<file path="config.mk">
export PLATFORM = sky130hd
export DESIGN_NAME = bbse_front
export DESIGN_NICKNAME = d
export VERILOG_FILES = /design/src/rtl/bbse_pkg.sv /design/src/rtl/bbse_front.sv
export SDC_FILE = /design/constraint.sdc
export NUM_CORES = 2
export LEC_CHECK = 0
export BUFFER_PORTS_ARGS = -buffer_cell sky130_fd_sc_hd__buf_2
export CELL_PAD_IN_SITES_DETAIL_PLACEMENT = 1
export CELL_PAD_IN_SITES_GLOBAL_PLACEMENT = 1
export CORE_MARGIN = 2
export CORE_UTILIZATION = 54
export DETAILED_ROUTE_END_ITERATION = 12
export PLACE_DENSITY = 0.95
export SYNTH_ARGS = -nofsm -noshare
export SYNTH_HDL_FRONTEND = slang
export SYNTH_SLANG_ARGS = --single-unit
</file>
<file path="constraint.sdc">
create_clock -name i_clk -period 22.9 [get_ports i_clk]
set_input_delay 4.58 -clock i_clk [delete_from_list [all_inputs] [get_ports i_clk]]
set_output_delay 4.58 -clock i_clk [all_outputs]
set_load 0.01 [all_outputs]
</file>
<file path="src/rtl/bbse_pkg.sv">
// ----------------------------------------------------------------------------
// bbse_pkg
// Shared types and constants of the bicubic B-spline surface evaluator.
// ----------------------------------------------------------------------------
package bbse_pkg;

    localparam int PADDR_W    = 5;
    localparam int JOB_ADDR_W = 25;
    localparam int JOB_CELL_W = 13;
    localparam int LVL_W      = 4;

    // floor(x / 3) = (x * DIV3_MUL) >> DIV3_SHIFT for x below 2^26
    localparam logic [25:0] DIV3_MUL   = 26'd44739243;
    localparam int          DIV3_SHIFT = 27;

    localparam logic ACTION_WRITE = 1'b0;
    localparam logic ACTION_EVAL  = 1'b1;

    typedef enum logic [2:0] {
        REG_SCALE_X    = 3'd0,
        REG_OFFSET_X   = 3'd1,
        REG_SCALE_Y    = 3'd2,
        REG_OFFSET_Y   = 3'd3,
        REG_GRID_LEVEL = 3'd4
    } t_reg_idx;

    typedef struct packed {
        logic                  is_eval;
        logic [JOB_ADDR_W-1:0] addr;
        logic [31:0]           value;
        logic [JOB_CELL_W-1:0] cell_k;
        logic [JOB_CELL_W-1:0] cell_l;
        logic [15:0]           frac_s;
        logic [15:0]           frac_t;
        logic                  clamp;
    } t_job;

    typedef enum logic [1:0] {
        F_IDLE,
        F_MAP,
        F_PUSH
    } t_fstate;

    typedef enum logic [2:0] {
        B_CLEAR,
        B_IDLE,
        B_SQ,
        B_CUBE,
        B_NUM,
        B_DIV,
        B_MAC,
        B_OUT
    } t_bstate;

endpackage

</file>
<file path="src/rtl/bbse_front.sv">
// ----------------------------------------------------------------------------
// bbse_front
// Takes one item, maps evaluate coordinates to cell and fraction, turns
// lattice writes into an address, and pushes the job into the queue, dropping off-lattice writes.
// ----------------------------------------------------------------------------
module bbse_front import bbse_pkg::*; #(
    parameter int MAX_LEVEL   = 6,
    parameter int COORD_WIDTH = 16
) (
    input  logic                   i_clk,
    input  logic                   i_rst_n,
    input  logic                   i_take,
    input  logic                   i_action,
    input  logic [COORD_WIDTH-1:0] i_x_coord,
    input  logic [COORD_WIDTH-1:0] i_y_coord,
    input  logic [6:0]             i_point_row,
    input  logic [6:0]             i_point_col,
    input  logic [31:0]            i_point_value,
    input  logic [31:0]            i_scale_x,
    input  logic [31:0]            i_offset_x,
    input  logic [31:0]            i_scale_y,
    input  logic [31:0]            i_offset_y,
    input  logic [2:0]             i_grid_level,
    input  logic                   i_q_full,
    output logic                   o_push,
    output t_job                   o_job,
    output logic                   o_idle
);

    localparam int LAT   = 2**MAX_LEVEL + 3;
    localparam int DEPTH = LAT * LAT;
    localparam int AW    = $clog2(DEPTH);
    localparam int UW    = 33 + COORD_WIDTH;
    localparam int SW    = 17 + MAX_LEVEL;
    localparam int KW    = MAX_LEVEL + 1;

    t_fstate r_state, n_state;
    logic                          r_action;
    logic signed [COORD_WIDTH-1:0] r_x, r_y;
    logic [6:0]                    r_row, r_col;
    logic [31:0]                   r_value;
    logic signed [UW-1:0]          r_ux, r_uy;

    logic [LVL_W-1:0] w_lvl;
    logic [KW+16:0]   w_mx, w_my;
    logic             w_wr_ok;
    logic [AW-1:0]    w_addr;

    // {clamp, cell, fraction}
    function automatic logic [KW+16:0] map_axis(input logic signed [UW-1:0] u,
                                                input logic [LVL_W-1:0] lvl);
        logic          neg;
        logic          hi;
        logic [15:0]   u16;
        logic [SW-1:0] s;
        neg = u[UW-1];
        hi  = !neg && (u[UW-2:16] != '0);
        u16 = neg ? 16'h0000 : (hi ? 16'hFFFF : u[15:0]);
        s   = SW'(u16) << lvl;
        if (hi) begin
            s = {SW{1'b1}} >> (MAX_LEVEL + 1 - int'(lvl));
        end
        return {neg | hi, s[SW-1:16], s[15:0]};
    endfunction

    assign w_lvl   = (int'(i_grid_level) > MAX_LEVEL) ? LVL_W'(MAX_LEVEL)
                                                      : LVL_W'(i_grid_level);
    assign w_mx    = map_axis(r_ux, w_lvl);
    assign w_my    = map_axis(r_uy, w_lvl);
    assign w_wr_ok = (int'(r_row) < LAT) && (int'(r_col) < LAT);
    assign w_addr  = AW'(r_row) * AW'(LAT) + AW'(r_col);

    always_comb begin
        o_job.is_eval = (r_action == ACTION_EVAL);
        o_job.addr    = JOB_ADDR_W'(w_addr);
        o_job.value   = r_value;
        o_job.cell_k  = JOB_CELL_W'(w_mx[KW+15:16]);
        o_job.cell_l  = JOB_CELL_W'(w_my[KW+15:16]);
        o_job.frac_s  = w_mx[15:0];
        o_job.frac_t  = w_my[15:0];
        o_job.clamp   = w_mx[KW+16] | w_my[KW+16];
    end

    always_comb begin
        n_state = r_state;
        unique case (r_state)
            F_IDLE: if (i_take) n_state = F_MAP;
            F_MAP:  n_state = F_PUSH;
            F_PUSH: begin
                if (!i_q_full || (r_action == ACTION_WRITE && !w_wr_ok)) begin
                    n_state = F_IDLE;
                end
            end
            default: n_state = F_IDLE;
        endcase
    end

    always_comb begin
        o_idle = (r_state == F_IDLE);
        o_push = (r_state == F_PUSH) && !i_q_full
               && (r_action == ACTION_EVAL || w_wr_ok);
    end

    always_ff @(posedge i_clk) begin
        if (!i_rst_n) begin
            r_state <= F_IDLE;
        end else begin
            r_state <= n_state;
        end
    end

    always_ff @(posedge i_clk) begin
        if (r_state == F_IDLE && i_take) begin
            r_action <= i_action;
            r_x      <= i_x_coord;
            r_y      <= i_y_coord;
            r_row    <= i_point_row;
            r_col    <= i_point_col;
            r_value  <= i_point_value;
        end
        if (r_state == F_MAP) begin
            r_ux <= $signed(i_scale_x) * r_x + $signed(i_offset_x);
            r_uy <= $signed(i_scale_y) * r_y + $signed(i_offset_y);
        end
    end

endmodule

</file>
Word level (Yosys, flattened, before mapping)
Cells that the tools add are included.
{ "totals": {"ff_bits": 179, "inputBits": 214, "wordCells": 57} }
{ "classes": {"addsub": 4, "mul": 3, "n_lt_le_gt_ge": 3, "n_eq_ne": 4, "shift": 3, "muxes": 10, "bitwise": 4, "reduce_logical": 17} }
{ "op_table": {"columns": ["op", "n"], "rows": [
  ["$add A48 B32 Y49", 2],
  ["$mul A32 B16 Y48", 2],
  ["$mux W16", 4],
  ["$reduce_bool A32 Y1", 2],
  ["$mux W23", 2],
  ["$shl A16 B3 Y23", 2],
  ["$shr A23 B32 Y23 const A", 1],
  ["$lt A7 B7 Y1 const B", 2],
  ["$add A13 B7 Y13", 1],
  ["$mul A7 B7 Y13 const B", 1],
  ["$logic_and A1 B1 Y1", 7],
  ["$pmux W2 S3", 1],
  ["$logic_not A1 Y1", 4],
  ["$mux W2", 2],
  ["$ne A2 B2 Y1 const B", 2],
  ["$sub A3 B3 Y4 const A", 1],
  ["$gt A3 B3 Y1 const B", 1],
  ["$mux W3", 1],
  ["$or A1 B1 Y1", 3],
  ["$eq A2 B1 Y1 const B", 1],
  ["$eq A2 B2 Y1 const B", 1],
  ["$logic_not A2 Y1", 1],
  ["$logic_or A1 B1 Y1", 2],
  ["$reduce_and A2 Y1", 1],
  ["$not A1 Y1", 1]
]} }

Logic depth before layout (Yosys ltp)
{ "logic_depth": {"depth_word": 7, "ltp_mapped": 27, "ltp_nobuf": 25} }

Least setup slack after synthesis
No wires, ideal clock.
{ "synth_path": {"kind": "in2out", "start": "input port i_grid_level[0]", "end": "output port o_job[34] (netlist bit)", "t_arrival_ps": 6356, "required_ps": 18320, "slack_ps": 11964, "stages": 9, "n_path_buf": 4, "cell_sequence": "buf_2 and2_1 buf_2 buf_2 buf_1 a21oi_1 nand2_1 a21oi_1 a311oi_1"} }
{ "synth_rtl": {"columns": ["item", "line", "source"], "rows": [
  ["start, declared", "bbse_front.sv:23", "input logic [2:0] i_grid_level,"],
  ["end, declared", "bbse_front.sv:26", "output t_job o_job,"]
]} }

==> run_results.csv <==
group,metric,value,unit
placement,gpl.final_weighted_congestion,0.920,
clock_network,tritoncts,"done",
detailed_routing,drc,0,
sta,min_period,12.33,ns
synth,dominantRegCellSynth,"sky130_fd_sc_hd__edfxtp_1",
clock_network,ctsLongestPathBuffers,2,
synth,synth_top_cell_by_area,"sky130_fd_sc_hd__fa_1",
synth,synth_top_area_share,46.8,%
clock_network,clock_sink_count,179,
finish,area_delta_synth_final,6.35,%
setup_path,worst-setup-path-type,"in -> out",
synth,synth_edf_count,177,
setup_path,setup.worst_path.end_class,"primary output",
placement,dp_slack,10.69,ns
global_route,initial_antenna_violation_count,18,
floorplanning,chipHeight,294,µm
finish,filler_cell_count,9331,
global_route,grt.overflow.total,0,
clock_network,cts.reportedPaths.clkPinSlew,0.08,ns
floorplanning,io_pins,333,
floorplanning,die_w,294,µm
detailed_routing,initialDrtViolationCount,3039,
global_route,grt_first_pass_wirelength,262,mm
clock_network,clock_latency,0.55,ns
synth,synth.lib_cells_used.distinct,78,
global_route,number_of_global_route_vias_before_repair,44400,
clock_network,clock-root-buffer,"sky130_fd_sc_hd__clkbuf_16",
sta,maxSlewViolCount,0,
global_route,grt_util_all_layers,41.4,%
sta,max_slew_margin,3.39,%
clock_network,ctsHoldBuffers,0,
setup_path,crit_required,18.32,ns
sta,setup_tns,0,ns
global_route,grt_max_degree,59,
sta,finalClockSkew,0.0330,ns
floorplanning,die-area,86200,µm²
setup_path,worst-endpoint-arrival,7.75,ns
sta,fmax,0.0811,GHz
sta,layout_worst_path_cycle_share,53.9,%
run,timing.max_cap.violations,0,
sta,rsz0062_at_grt,"no",
finish,fin_area,48200,µm²
run_status,status,"completed",
synth,synth-warning-count,0,
synth,synth_sequential_area_ratio,11.8,%
floorplanning,placeableCoreArea,83300,µm²
setup_path,worstPathCellList,"buf_2, nand2_1, and2_2, nor2_1, a21oi_1, nand2_1, a21oi_1, nor3_1, buf_2",
detailed_routing,via_count,36900,
placement,dp_cells,5914,
synth,synth.avg_cell_area,9.64,µm²
worst_hold_path,min-delay-path-class,"reg -> reg",
placement,port-buffer-count,306,
floorplanning,initial_utilization,54.4,%
clock_network,cts_htree_levels,4,
sta,hold_viol_final,0,
setup_path,critPathMaxFanout,47,
finish,final_nets,6387,
clock_network,cts_inserted_buffers,17,
synth,postSynthRegisterBits,179,
clock_network,post_cts.resized_instances,0,
synth,ys_top_cells_by_area,"sky130_fd_sc_hd__fa_1 (47%), sky130_fd_sc_hd__edfxtp_1 (12%), sky130_fd_sc_hd__inv_1 (9.3%)",
setup_path,timing.critical_path.slowest_cell_delay,0.77,ns
setup_path,timing.critical_path.from_type,"primary input",
setup_path,cp_slowest_cell,"sky130_fd_sc_hd__buf_2",
placement,dpl_cell_area,47600,µm²
synth,synth.cell_area,45300,µm²
detailed_routing,first_pass_iters,6,
clock_network,postCtsSetupBuffers,0,
setup_path,timing.critical_path.buf_inv,2,
synth,postSynthCellCount,4700,
detailed_routing,routed_wirelength,171,mm
detailed_routing,detail_route.vias_per_cell,6.20,
finish,drive_above_1_share,8.28,%
detailed_routing,ant_nets,0,
sta,timing_worst_slew_pin_value,1.45,ns
synth,postSynth.asyncResetShare,0,%
floorplanning,core.rowCount,106,
setup_path,critPathTopFamily,"simple AND/OR/NAND/NOR gates",
detailed_routing,wl_per_cell,28.8,µm
sta,setup_violations,0,
placement,dp_hpwl,128,mm
sta,finalWorstSetupSlack,10.57,ns
finish,fin_cells,5950,
[worst paths after layout]
check                                     start         end  slack (ns)  cells after the start
worst max-delay path            i_grid_level[1]   o_job[47]       10.57                      9
worst min-delay path                 r_state[0]  r_state[1]        0.69                      2
worst max register to register           r_x[5]    r_ux[41]       14.40                     22
worst min register to register       r_state[0]  r_state[1]        0.69                      2
[cell usage in the layout, fill, tap and decap left out, drive strengths merged, types with 67 or more instances in the layout]
master	n
a21oi	133
and2	424
buf	339
edfxtp	177
fa	1059
ha	261
inv	1130
nand2	617
nor2	127
o21ai	67
xnor2	86
[state kept, by name, indices dropped and copies added (netlist names)]
| register | count |
|---|---|
| r_state | 2 |
| r_row | 7 |
| r_ux | 49 |
| r_uy | 49 |
| r_x | 16 |
| r_action | 1 |
| r_value | 32 |
| r_col | 7 |
| r_y | 16 |
[stage by stage]
stage                     util (%)  hold WS (ns)
final                         57.8         0.689
after global routing          57.8         0.708
after CTS                     57.8         0.689
after detailed placement      57.1         0.678
after global placement        57.1         0.638
after floorplan                  -         0.588
[routing by layer]
metal / up-vias / part of all wire, % / wire [µm] / global-route usage, %
li1: 14200 / - / - / -
met1: 18700 / 31 / 52300 / 42.1
met2: 2740 / 49 / 83300 / 67.4
met3: 1206 / 11 / 18600 / 15.3
met4: 28 / 9.8 / 16800 / 35.4
met5: - / 0.12 / 210 / 0
[synthesized netlist by cell type (22+ instances only)]
library cell / number
sky130_fd_sc_hd__nor2_1: 127
sky130_fd_sc_hd__clkbuf_1: 194
sky130_fd_sc_hd__a21o_1: 49
sky130_fd_sc_hd__mux2i_1: 58
sky130_fd_sc_hd__and2_1: 424
sky130_fd_sc_hd__o21ai_0: 59
sky130_fd_sc_hd__xnor2_1: 86
sky130_fd_sc_hd__buf_4: 27
sky130_fd_sc_hd__a21oi_1: 132
sky130_fd_sc_hd__edfxtp_1: 177
sky130_fd_sc_hd__fa_1: 1059
sky130_fd_sc_hd__xor2_1: 22
sky130_fd_sc_hd__nand2b_1: 27
sky130_fd_sc_hd__ha_1: 261
sky130_fd_sc_hd__nand2_1: 617
sky130_fd_sc_hd__inv_1: 1123
[cell type report]
class,count,area [µm²],area share [%]
clock buffer,18,429,0.891
inverter,1123,4220,8.75
clock inverter,14,165,0.343
multi-input combinational,3193,34900,72.4
tap,1080,1350,2.81
sequential,179,5360,11.1
timing repair buffer,339,1780,3.69
antenna,4,10.0,0.0208
[worst register-to-register path, delay by kind of cell, from the launching register on]
family                     cells  cell delay (ns)
and+or+nand+nor                6             1.31
DFF                            1             1.33
buffers and inverters          4             0.86
AOI/OAI and AO/OA              5             1.42
adders and majority gates      7             3.30
[cell families after synthesis]
kind of cell / synth area share [%]
buf+inv: 11.4
fa+ha+maj: 54.0
simple gates: 14.0
compound gates: 5.15
flops: 11.8
xor+xnor: 2.09
mux: 1.43
other cells: 0.00828
Power is left out: the tool's default activity adds up to more than one toggle a clock period on the data nets, which glitch-free logic cannot reach.
