$ cat src/rtl/bbse_pkg.sv
// ----------------------------------------------------------------------------
// bbse_pkg
// Shared types and constants of the bicubic B-spline surface evaluator.
// ----------------------------------------------------------------------------
package bbse_pkg;

    localparam int PADDR_W    = 5;
    localparam int JOB_ADDR_W = 25;
    localparam int JOB_CELL_W = 13;
    localparam int LVL_W      = 4;

    // floor(x / 3) = (x * DIV3_MUL) >> DIV3_SHIFT for x below 2^26
    localparam logic [25:0] DIV3_MUL   = 26'd44739243;
    localparam int          DIV3_SHIFT = 27;

    localparam logic ACTION_WRITE = 1'b0;
    localparam logic ACTION_EVAL  = 1'b1;

    typedef enum logic [2:0] {
        REG_SCALE_X    = 3'd0,
        REG_OFFSET_X   = 3'd1,
        REG_SCALE_Y    = 3'd2,
        REG_OFFSET_Y   = 3'd3,
        REG_GRID_LEVEL = 3'd4
    } t_reg_idx;

    typedef struct packed {
        logic                  is_eval;
        logic [JOB_ADDR_W-1:0] addr;
        logic [31:0]           value;
        logic [JOB_CELL_W-1:0] cell_k;
        logic [JOB_CELL_W-1:0] cell_l;
        logic [15:0]           frac_s;
        logic [15:0]           frac_t;
        logic                  clamp;
    } t_job;

    typedef enum logic [1:0] {
        F_IDLE,
        F_MAP,
        F_PUSH
    } t_fstate;

    typedef enum logic [2:0] {
        B_CLEAR,
        B_IDLE,
        B_SQ,
        B_CUBE,
        B_NUM,
        B_DIV,
        B_MAC,
        B_OUT
    } t_bstate;

endpackage

$ cat src/rtl/bbse_queue.sv
// ----------------------------------------------------------------------------
// bbse_queue
// Two-entry job queue between the front and the back.
// ----------------------------------------------------------------------------
module bbse_queue import bbse_pkg::*; (
    input  logic i_clk,
    input  logic i_rst_n,
    input  logic i_push,
    input  t_job i_job,
    input  logic i_pop,
    output t_job o_job,
    output logic o_empty,
    output logic o_full
);

    t_job       r_slot [2];
    logic       r_wr_ptr, r_rd_ptr;
    logic [1:0] r_count;

    assign o_job   = r_slot[r_rd_ptr];
    assign o_empty = (r_count == 2'd0);
    assign o_full  = (r_count == 2'd2);

    always_ff @(posedge i_clk) begin
        if (!i_rst_n) begin
            r_wr_ptr <= 1'b0;
            r_rd_ptr <= 1'b0;
            r_count  <= 2'd0;
        end else begin
            if (i_push) r_wr_ptr <= ~r_wr_ptr;
            if (i_pop)  r_rd_ptr <= ~r_rd_ptr;
            r_count <= r_count + 2'(i_push) - 2'(i_pop);
        end
    end

    always_ff @(posedge i_clk) begin
        if (i_push) r_slot[r_wr_ptr] <= i_job;
    end

endmodule

$ cat config.mk
export PLATFORM = sky130hd
export DESIGN_NAME = bbse_queue
export DESIGN_NICKNAME = d
export VERILOG_FILES = /design/src/rtl/bbse_pkg.sv /design/src/rtl/bbse_queue.sv
export SDC_FILE = /design/constraint.sdc
export NUM_CORES = 1
export LEC_CHECK = 0
export BUFFER_PORTS_ARGS = -buffer_cell sky130_fd_sc_hd__buf_2
export CAP_MARGIN = 0
export CORE_MARGIN = 2
export CORE_UTILIZATION = 50
export DETAILED_ROUTE_END_ITERATION = 7
export GPL_ROUTABILITY_DRIVEN = 0
export HOLD_SLACK_MARGIN = 0.03
export PLACE_DENSITY = 0.81
export SETUP_SLACK_MARGIN = 0.4
export SYNTH_ARGS = -nofsm -noshare
export SYNTH_HDL_FRONTEND = slang
export SYNTH_SLANG_ARGS = --single-unit
export TNS_END_PERCENT = 20
$ cat constraint.sdc
create_clock -name i_clk -period 8 [get_ports i_clk]
set_input_delay 1.6 -clock i_clk [delete_from_list [all_inputs] [get_ports i_clk]]
set_output_delay 1.6 -clock i_clk [all_outputs]
set_load 0.05 [all_outputs]
# Word level (Yosys, flattened, before mapping)
# Memory sizes are Yosys's and may differ from the RTL's. A register that Yosys moved wholly into a read port is not among the register bits.
# Cells that the tools add are included.
# W data, S select, Z words.
# totals
ff_bits,4
ram_bits,234
in_bits,121
output_inout_bits,119
elab_cells,14
memories,1
# classes
addsub,2
eq_ne,1
mux,4
bitwise,2
n_reduce_logical,1
# memory_table
memory,words,word_bits,read_ports,rd_clocked_by_memory_dff,wr,line_no,text
r_slot,2,117,1,1,1,bbse_queue.sv:16,t_job r_slot [2];
# op_table
cell,n
$mux W1,4
$add A2 B1 Y2,1
$eq A2 B2 Y1 const B,1
$logic_not A2 Y1,1
$not A1 Y1,2
$sub A2 B1 Y2,1

# Longest topological paths before layout
# Gate-level depths: netlist of the first run.
# logic_depth
ltp_word,3
depth_mapped,6
ltp_nobuf,6

# Worst setup path before layout of the first run
# Ideal clock, no wire load.
# synth_path
kind,input -> register
startpoint,input i_push
endpoint,"memory r_slot[0][0] (netlist name), enable pin"
arrival_time_ns,6.709
required_ns,7.391
setup_slack_ns,0.682
path_stages,1
path_buffers,0
path_cell_list,nor2b_1
# synth_via
elab_chain_cells,2
# synth_rtl
item,line_no,text
start: declaration,bbse_queue.sv:8,"input logic i_push,"
$mux W1,bbse_queue.sv:37,if (i_push) r_slot[r_wr_ptr] <= i_job;
$mux W1 (implied by the code),bbse_queue.sv:37,
end: declaration,bbse_queue.sv:16,
# No other way between the ends.

==> impl_metrics.csv, run 1 <==
group,metric,value,unit
worst_setup_path,critPathMaxStageDelay,0.90,ns
yosys,synthTopCellsByArea,"edfxtp_1 (80%), mux2_2 (11%), mux2_4 (5.1%)",
routing,dr.pass1.iters,6,
place,dp_hpwl,10400,um
cells_and_area,finalNetCount,765,
routing,wirelength,15900,um
yosys,yosys_warnings,0,
worst_setup_path,path_buf_inv,2,
die,fp-row-count,48,
worst_setup_path,path_cells,"buf_4, mux2_2, buf_2",
sta,period_needed,4.47,ns
worst_setup_path,slowest_stage,"dfxtp_4",
status,status,"finished clean",
cells_and_area,finish.utilization,63.2,%
clock_tree,numCtsBuffers,25,
power,p_leak,0.00417,uW
clock_tree,cts.reportedPaths.clkPinSlew,0.05,ns
sta,final.setup.worst_slack,3.53,ns
worst_setup_path,cp.arrival,2.87,ns
cells_and_area,area_growth,24.1,%
power,p_total,2930,uW
power,peakVddDrop,0.212,mV
sta,fin_tns_setup,0,ns
power,powerDensity,269,mW/mm^2
worst_hold_path,hold_start,"r_rd_ptr",
sta,tightest_slew,1.04,ns
flow_run,maxCapViolCount,0,
worst_setup_path,crit_type,"flip-flop to primary output",
worst_hold_path,hp-class,"flip-flop to flip-flop",
grt,antenna_found_initial,0,
worst_setup_path,reg2reg_from,"r_wr_ptr",
die,die_h,137,um
cells_and_area,stdcell_count,880,
sta,setup_viol,0,
grt,grt-ovfl-total,0,
sta,slew_viol_final,0,
grt,track_usage,16.3,%
clock_tree,cts_tree,"done",
yosys,synthAdderAreaFrac,0.285,%
sta,max_freq,224,MHz
routing,ant_nets,0,
clock_tree,hold_buffers,0,
place,dpl_worst_slack,3.96,ns
die,start_util,50.9,%
grt,grt_pass1_vias,4599,
clock_tree,clkLatencyLatePin,0.50,ns
clock_tree,clock_path_buffers,3,
yosys,syn_avg_cell_area,22.8,um^2
routing,first_iter_violations,178,
yosys,ys_types,14,
yosys,ys_seq_elements,239,
yosys,synth_compound_area_share,0.0855,%
routing,vias,4427,
yosys,muxShareOfSynthArea,16.3,%
clock_tree,cts_htree_levels,1,
yosys,synth_fp_nets,508,
yosys,synth_xor_area_share,0.356,%
yosys,syn_area,0.00878,mm^2
die,pin_count,240,
routing,wl_per_cell,18.0,um
worst_hold_path,hold_path_depth,2,
die,die_w,137,um
yosys,netlist.area_leader.share,80.0,%
yosys,yosysSeqAreaShare,81.2,%
yosys,synth_top_area_cell,"edfxtp_1",
routing,drc,0,
sta,finalHoldViolCount,0,
sta,grt_setup_unrepaired,"false",
worst_setup_path,path_max_fanout,60,
clock_tree,postCtsResizedCells,0,
cells_and_area,drive_gt1_share,60.6,%
worst_setup_path,cp_top_family,"buffers and inverters",
yosys,yosys.area_share.simple,0.613,%
worst_setup_path,critPathRequiredTime,6.40,ns
yosys,synth_top_family_by_area,"multiplexers",
worst_setup_path,critPathLaunchType,"flip-flop",
clock_tree,root_buffer,"clkbuf_16",
sta,finalCritPeriodShare,55.8,%
routing,vias_per_cell,5.03,
sta,fin_skew,0.0103,ns
grt,grt_pass1_wl,23300,um
worst_setup_path,worst_r2r_endpoint,"r_slot[1][100]",
clock_tree,clock_sink_count,239,
place,dp_cells,840,
worst_setup_path,cp-end-kind,"primary output",
worst_setup_path,reg2regPathDepth,2,
place,portBuffers,239,
yosys,netlist_instances,385,
die,core_area,0.0172,mm^2
grt,grt_max_degree,76,
sta,slew_headroom,30.8,%
worst_setup_path,reg2reg_slack,5.68,ns
clock_tree,cts_setup_buffers,0,
die,dieArea,0.0186,mm^2
-- through the flow --
step           hold WS (ns)  cell area (um^2)
6_report              0.570             10900
5_1_grt               0.610             10900
4_1_cts               0.576             10900
3_5_place_dp          0.567             10200
3_3_place_gp          0.563             10200
2_1_floorplan         0.555              8780
-- routing by layer --
layer	vias up	wire length (um)	track usage, %
met2	208	8070	27.9
met1	2150	5890	19.0
met4	0	302	5.44
met5	-	0	0
met3	27	1610	6.04
li1	2042	-	-
-- kinds of logic after synthesis --
kind of cell	Yosys count
buffers and inverters	15
adder cells (fa/ha/maj)	2
multiplexers	117
AO/OA/AOI/OAI	1
AND/OR/NAND/NOR	9
flip-flops	239
XOR/XNOR	2
-- worst max path at each step --
stage          startpoint      endpoint  slack [ns]  cells after the start
3_3_place_gp    flip-flop     o_job[76]        4.02                      3
6_report        flip-flop     o_job[72]        3.53                      3
4_1_cts         flip-flop     o_job[72]        3.45                      3
2_1_floorplan      i_push  r_slot[0][0]        0.68                      1
5_1_grt         flip-flop     o_job[72]        3.34                      3
3_5_place_dp    flip-flop     o_job[72]        3.96                      3
-- cells in the mapped netlist --
cell type and count:
inv_1 2, mux2_4 30, ha_1 2, nor2b_1 4, and2_1 4, buf_6 5, edfxtp_1 234, dfxtp_1 5
nor2_1 1, mux2_2 87, buf_2 8, o21a_1 1, xor2_1 1, xnor3_1 1
-- power breakdown --
group	switching, uW	total [uW]	internal [uW]
clock network	419	982	562
logic	330	474	144
registers	29.6	1480	1450
-- registers in the layout, indices dropped and copies added (netlist names), named ones only --
register / flops
r_count: 2
r_rd_ptr: 1
r_slot: 234
r_wr_ptr: 1
-- worst register-to-register path: stages, from the launching register on --
cell	delay, ns
dfxtp_1	0.39
and2_4	0.55
buf_4	0.85
-- final cells by class --
type,instances,area (um^2)
Antenna cell,1,2.50
Timing Repair Buffer,243,1230
Sequential cell,239,7130
Tap cell,225,282
Fill cell,1209,6340
Clock inverter,12,57.6
Multi-Input combinational cell,131,1560
Inverter,2,7.51
Clock buffer,27,633
-- placed cells by master (no fill, tap or decap), drive strengths merged --
cell type / instances
nor2: 1
buf: 243
ha: 2
xnor3: 1
o21a: 1
mux2: 117
dfxtp: 5
clkinvlp: 1
diode: 1
edfxtp: 234
clkinv: 11
nor2b: 4
clkbuf: 27
inv: 2
and2: 4
xor2: 1
No activity file was read; power rests on OpenSTA's default activity.
==> run 2: changes to the inputs <==
- clock period: 8 -> 4.25 ns (I/O delays scaled with it)
==> run 2 against run 1 <==
Register-to-register slack got worse by 3.4 ns. Clock skew fell by 0.0038 ns. Utilization rose by 0.21 points. Critical path type unchanged. Combinational power rose by 91%. Routed wire length rose by 2.7%. Worst setup slack got worse by 2.4 ns. Via count barely moved. Sequential power rose by 87%. Cell count rose by 0.34%. Power rose by 89%. Sequential share of layout area fell by 0.22 points.
==> impl_metrics.csv, run 2 (synthesized netlist as in run 1, its figures left out) <==
group,metric,value,unit
status,status,"finished clean",
power,peakVddDrop,0.367,mV
clock_tree,cts_tree,"done",
clock_tree,cts_htree_levels,1,
power,powerDensity,508,mW/mm^2
cells_and_area,layout_common_cells,"buf_2 (239), edfxtp_1 (234), mux2_2 (87), mux2_4 (30), clkbuf_16 (25)",
die,core_area,0.0172,mm^2
clock_tree,hold_buffers,0,
sta,tightest_slew,0.857,ns
die,dieArea,0.0186,mm^2
worst_setup_path,critPathRequiredTime,3.40,ns
cells_and_area,finish.utilization,63.4,%
routing,wl_per_cell,18.5,um
die,fp-row-count,48,
routing,ant_nets,0,
routing,first_iter_violations,226,
clock_tree,root_buffer,"clkbuf_16",
clock_tree,postCtsResizedCells,0,
place,portBuffers,239,
grt,track_usage,16.9,%
routing,drc,0,
sta,max_freq,321,MHz
sta,hold_slack,0.537,ns
flow_run,maxCapViolCount,0,
worst_setup_path,path_max_fanout,57,
sta,fin_skew,0.00652,ns
cells_and_area,reg_top3,"r_slot x234, r_count x2",
cells_and_area,top_register,"r_slot",
grt,grt_max_degree,61,
sta,finalHoldViolCount,0,
cells_and_area,largest_register_ffs,234,
routing,vias,4429,
cells_and_area,ff_latch_area,0.00713,mm^2
sta,finalCritPeriodShare,73.4,%
worst_hold_path,hp-class,"input port to flip-flop",
place,dp_hpwl,10700,um
cells_and_area,area_growth,24.5,%
place,dp_cells,841,
die,die_w,137,um
cells_and_area,stdcell_count,883,
grt,grt_pass1_vias,4830,
cells_and_area,fillCellCount,1206,
sta,setup_viol,0,
cells_and_area,finalNetCount,765,
cells_and_area,layout_commonest_cell,"buf_2",
grt,grt-ovfl-total,0,
clock_tree,numCtsBuffers,24,
clock_tree,cts.reportedPaths.clkPinSlew,0.06,ns
grt,grt_pass1_wl,24300,um
routing,vias_per_cell,5.02,
die,pin_count,240,
sta,fin_tns_setup,0,ns
sta,slew_headroom,42.9,%
worst_setup_path,cp.arrival,2.27,ns
clock_tree,clkLatencyLatePin,0.49,ns
cells_and_area,drive_gt1_share,60.0,%
clock_tree,clock_path_buffers,3,
sta,slew_viol_final,0,
grt,antenna_found_initial,1,
power,p_leak,0.00418,uW
clock_tree,cts_setup_buffers,0,
sta,period_needed,3.12,ns
sta,grt_setup_unrepaired,"false",
worst_setup_path,cp-end-kind,"primary output",
routing,dr.pass1.iters,4,
routing,wirelength,16300,um
power,p_total,5550,uW
die,start_util,50.9,%
clock_tree,clock_sink_count,239,
die,die_h,137,um
worst_setup_path,critPathLaunchType,"flip-flop",
worst_setup_path,crit_type,"flip-flop to primary output",
cells_and_area,multi_input_area,0.00156,mm^2
cells_and_area,diodes,0,
run 2: power by group:
part	internal [uW]	switching [uW]
Combinational	273	633
Clock	1070	803
Sequential	2730	47.2
run 2: area by class of cell:
| type | count | area share [%] |
|---|---|---|
| multi-input combinational | 131 | 14.2 |
| inverter | 2 | 0.0687 |
| timing repair buffer | 244 | 11.5 |
| clock buffer | 31 | 5.93 |
| sequential | 239 | 65.2 |
| clock inverter | 11 | 0.446 |
| tap | 225 | 2.57 |
run 2: final timing paths:
check | from | endpoint | slack [ns] | cells after the start
worst min register to register | r_rd_ptr | r_rd_ptr | 0.59 | 2
worst max register to register | r_wr_ptr | r_slot[1][71] | 2.32 | 2
worst min-delay path | i_job[0] | r_slot[0][0] | 0.54 | 1
worst max-delay path | flip-flop | o_job[4] | 1.13 | 3
run 2: metrics by stage:
stage	setup slack [ns]	area, um^2
2_1_floorplan	0.236	8790
3_3_place_gp	1.66	10200
3_5_place_dp	1.62	10200
4_1_cts	1.09	10900
5_1_grt	1.02	10900
6_report	1.13	10900
run 2: metal layers:
metal	routed length (um)	vias to the layer above	track usage [%]
met1	6350	2200	19.9
li1	-	2037	-
met5	13	-	0
met3	1300	21	5.63
met2	8420	169	30.0
met4	216	2	4.22
run 2: worst max-delay path, cell delays in order, from the launching register on:
cell,delay [ns]
dfxtp_4,0.72
buf_12,0.38
mux2_2,0.39
buf_2,0.21
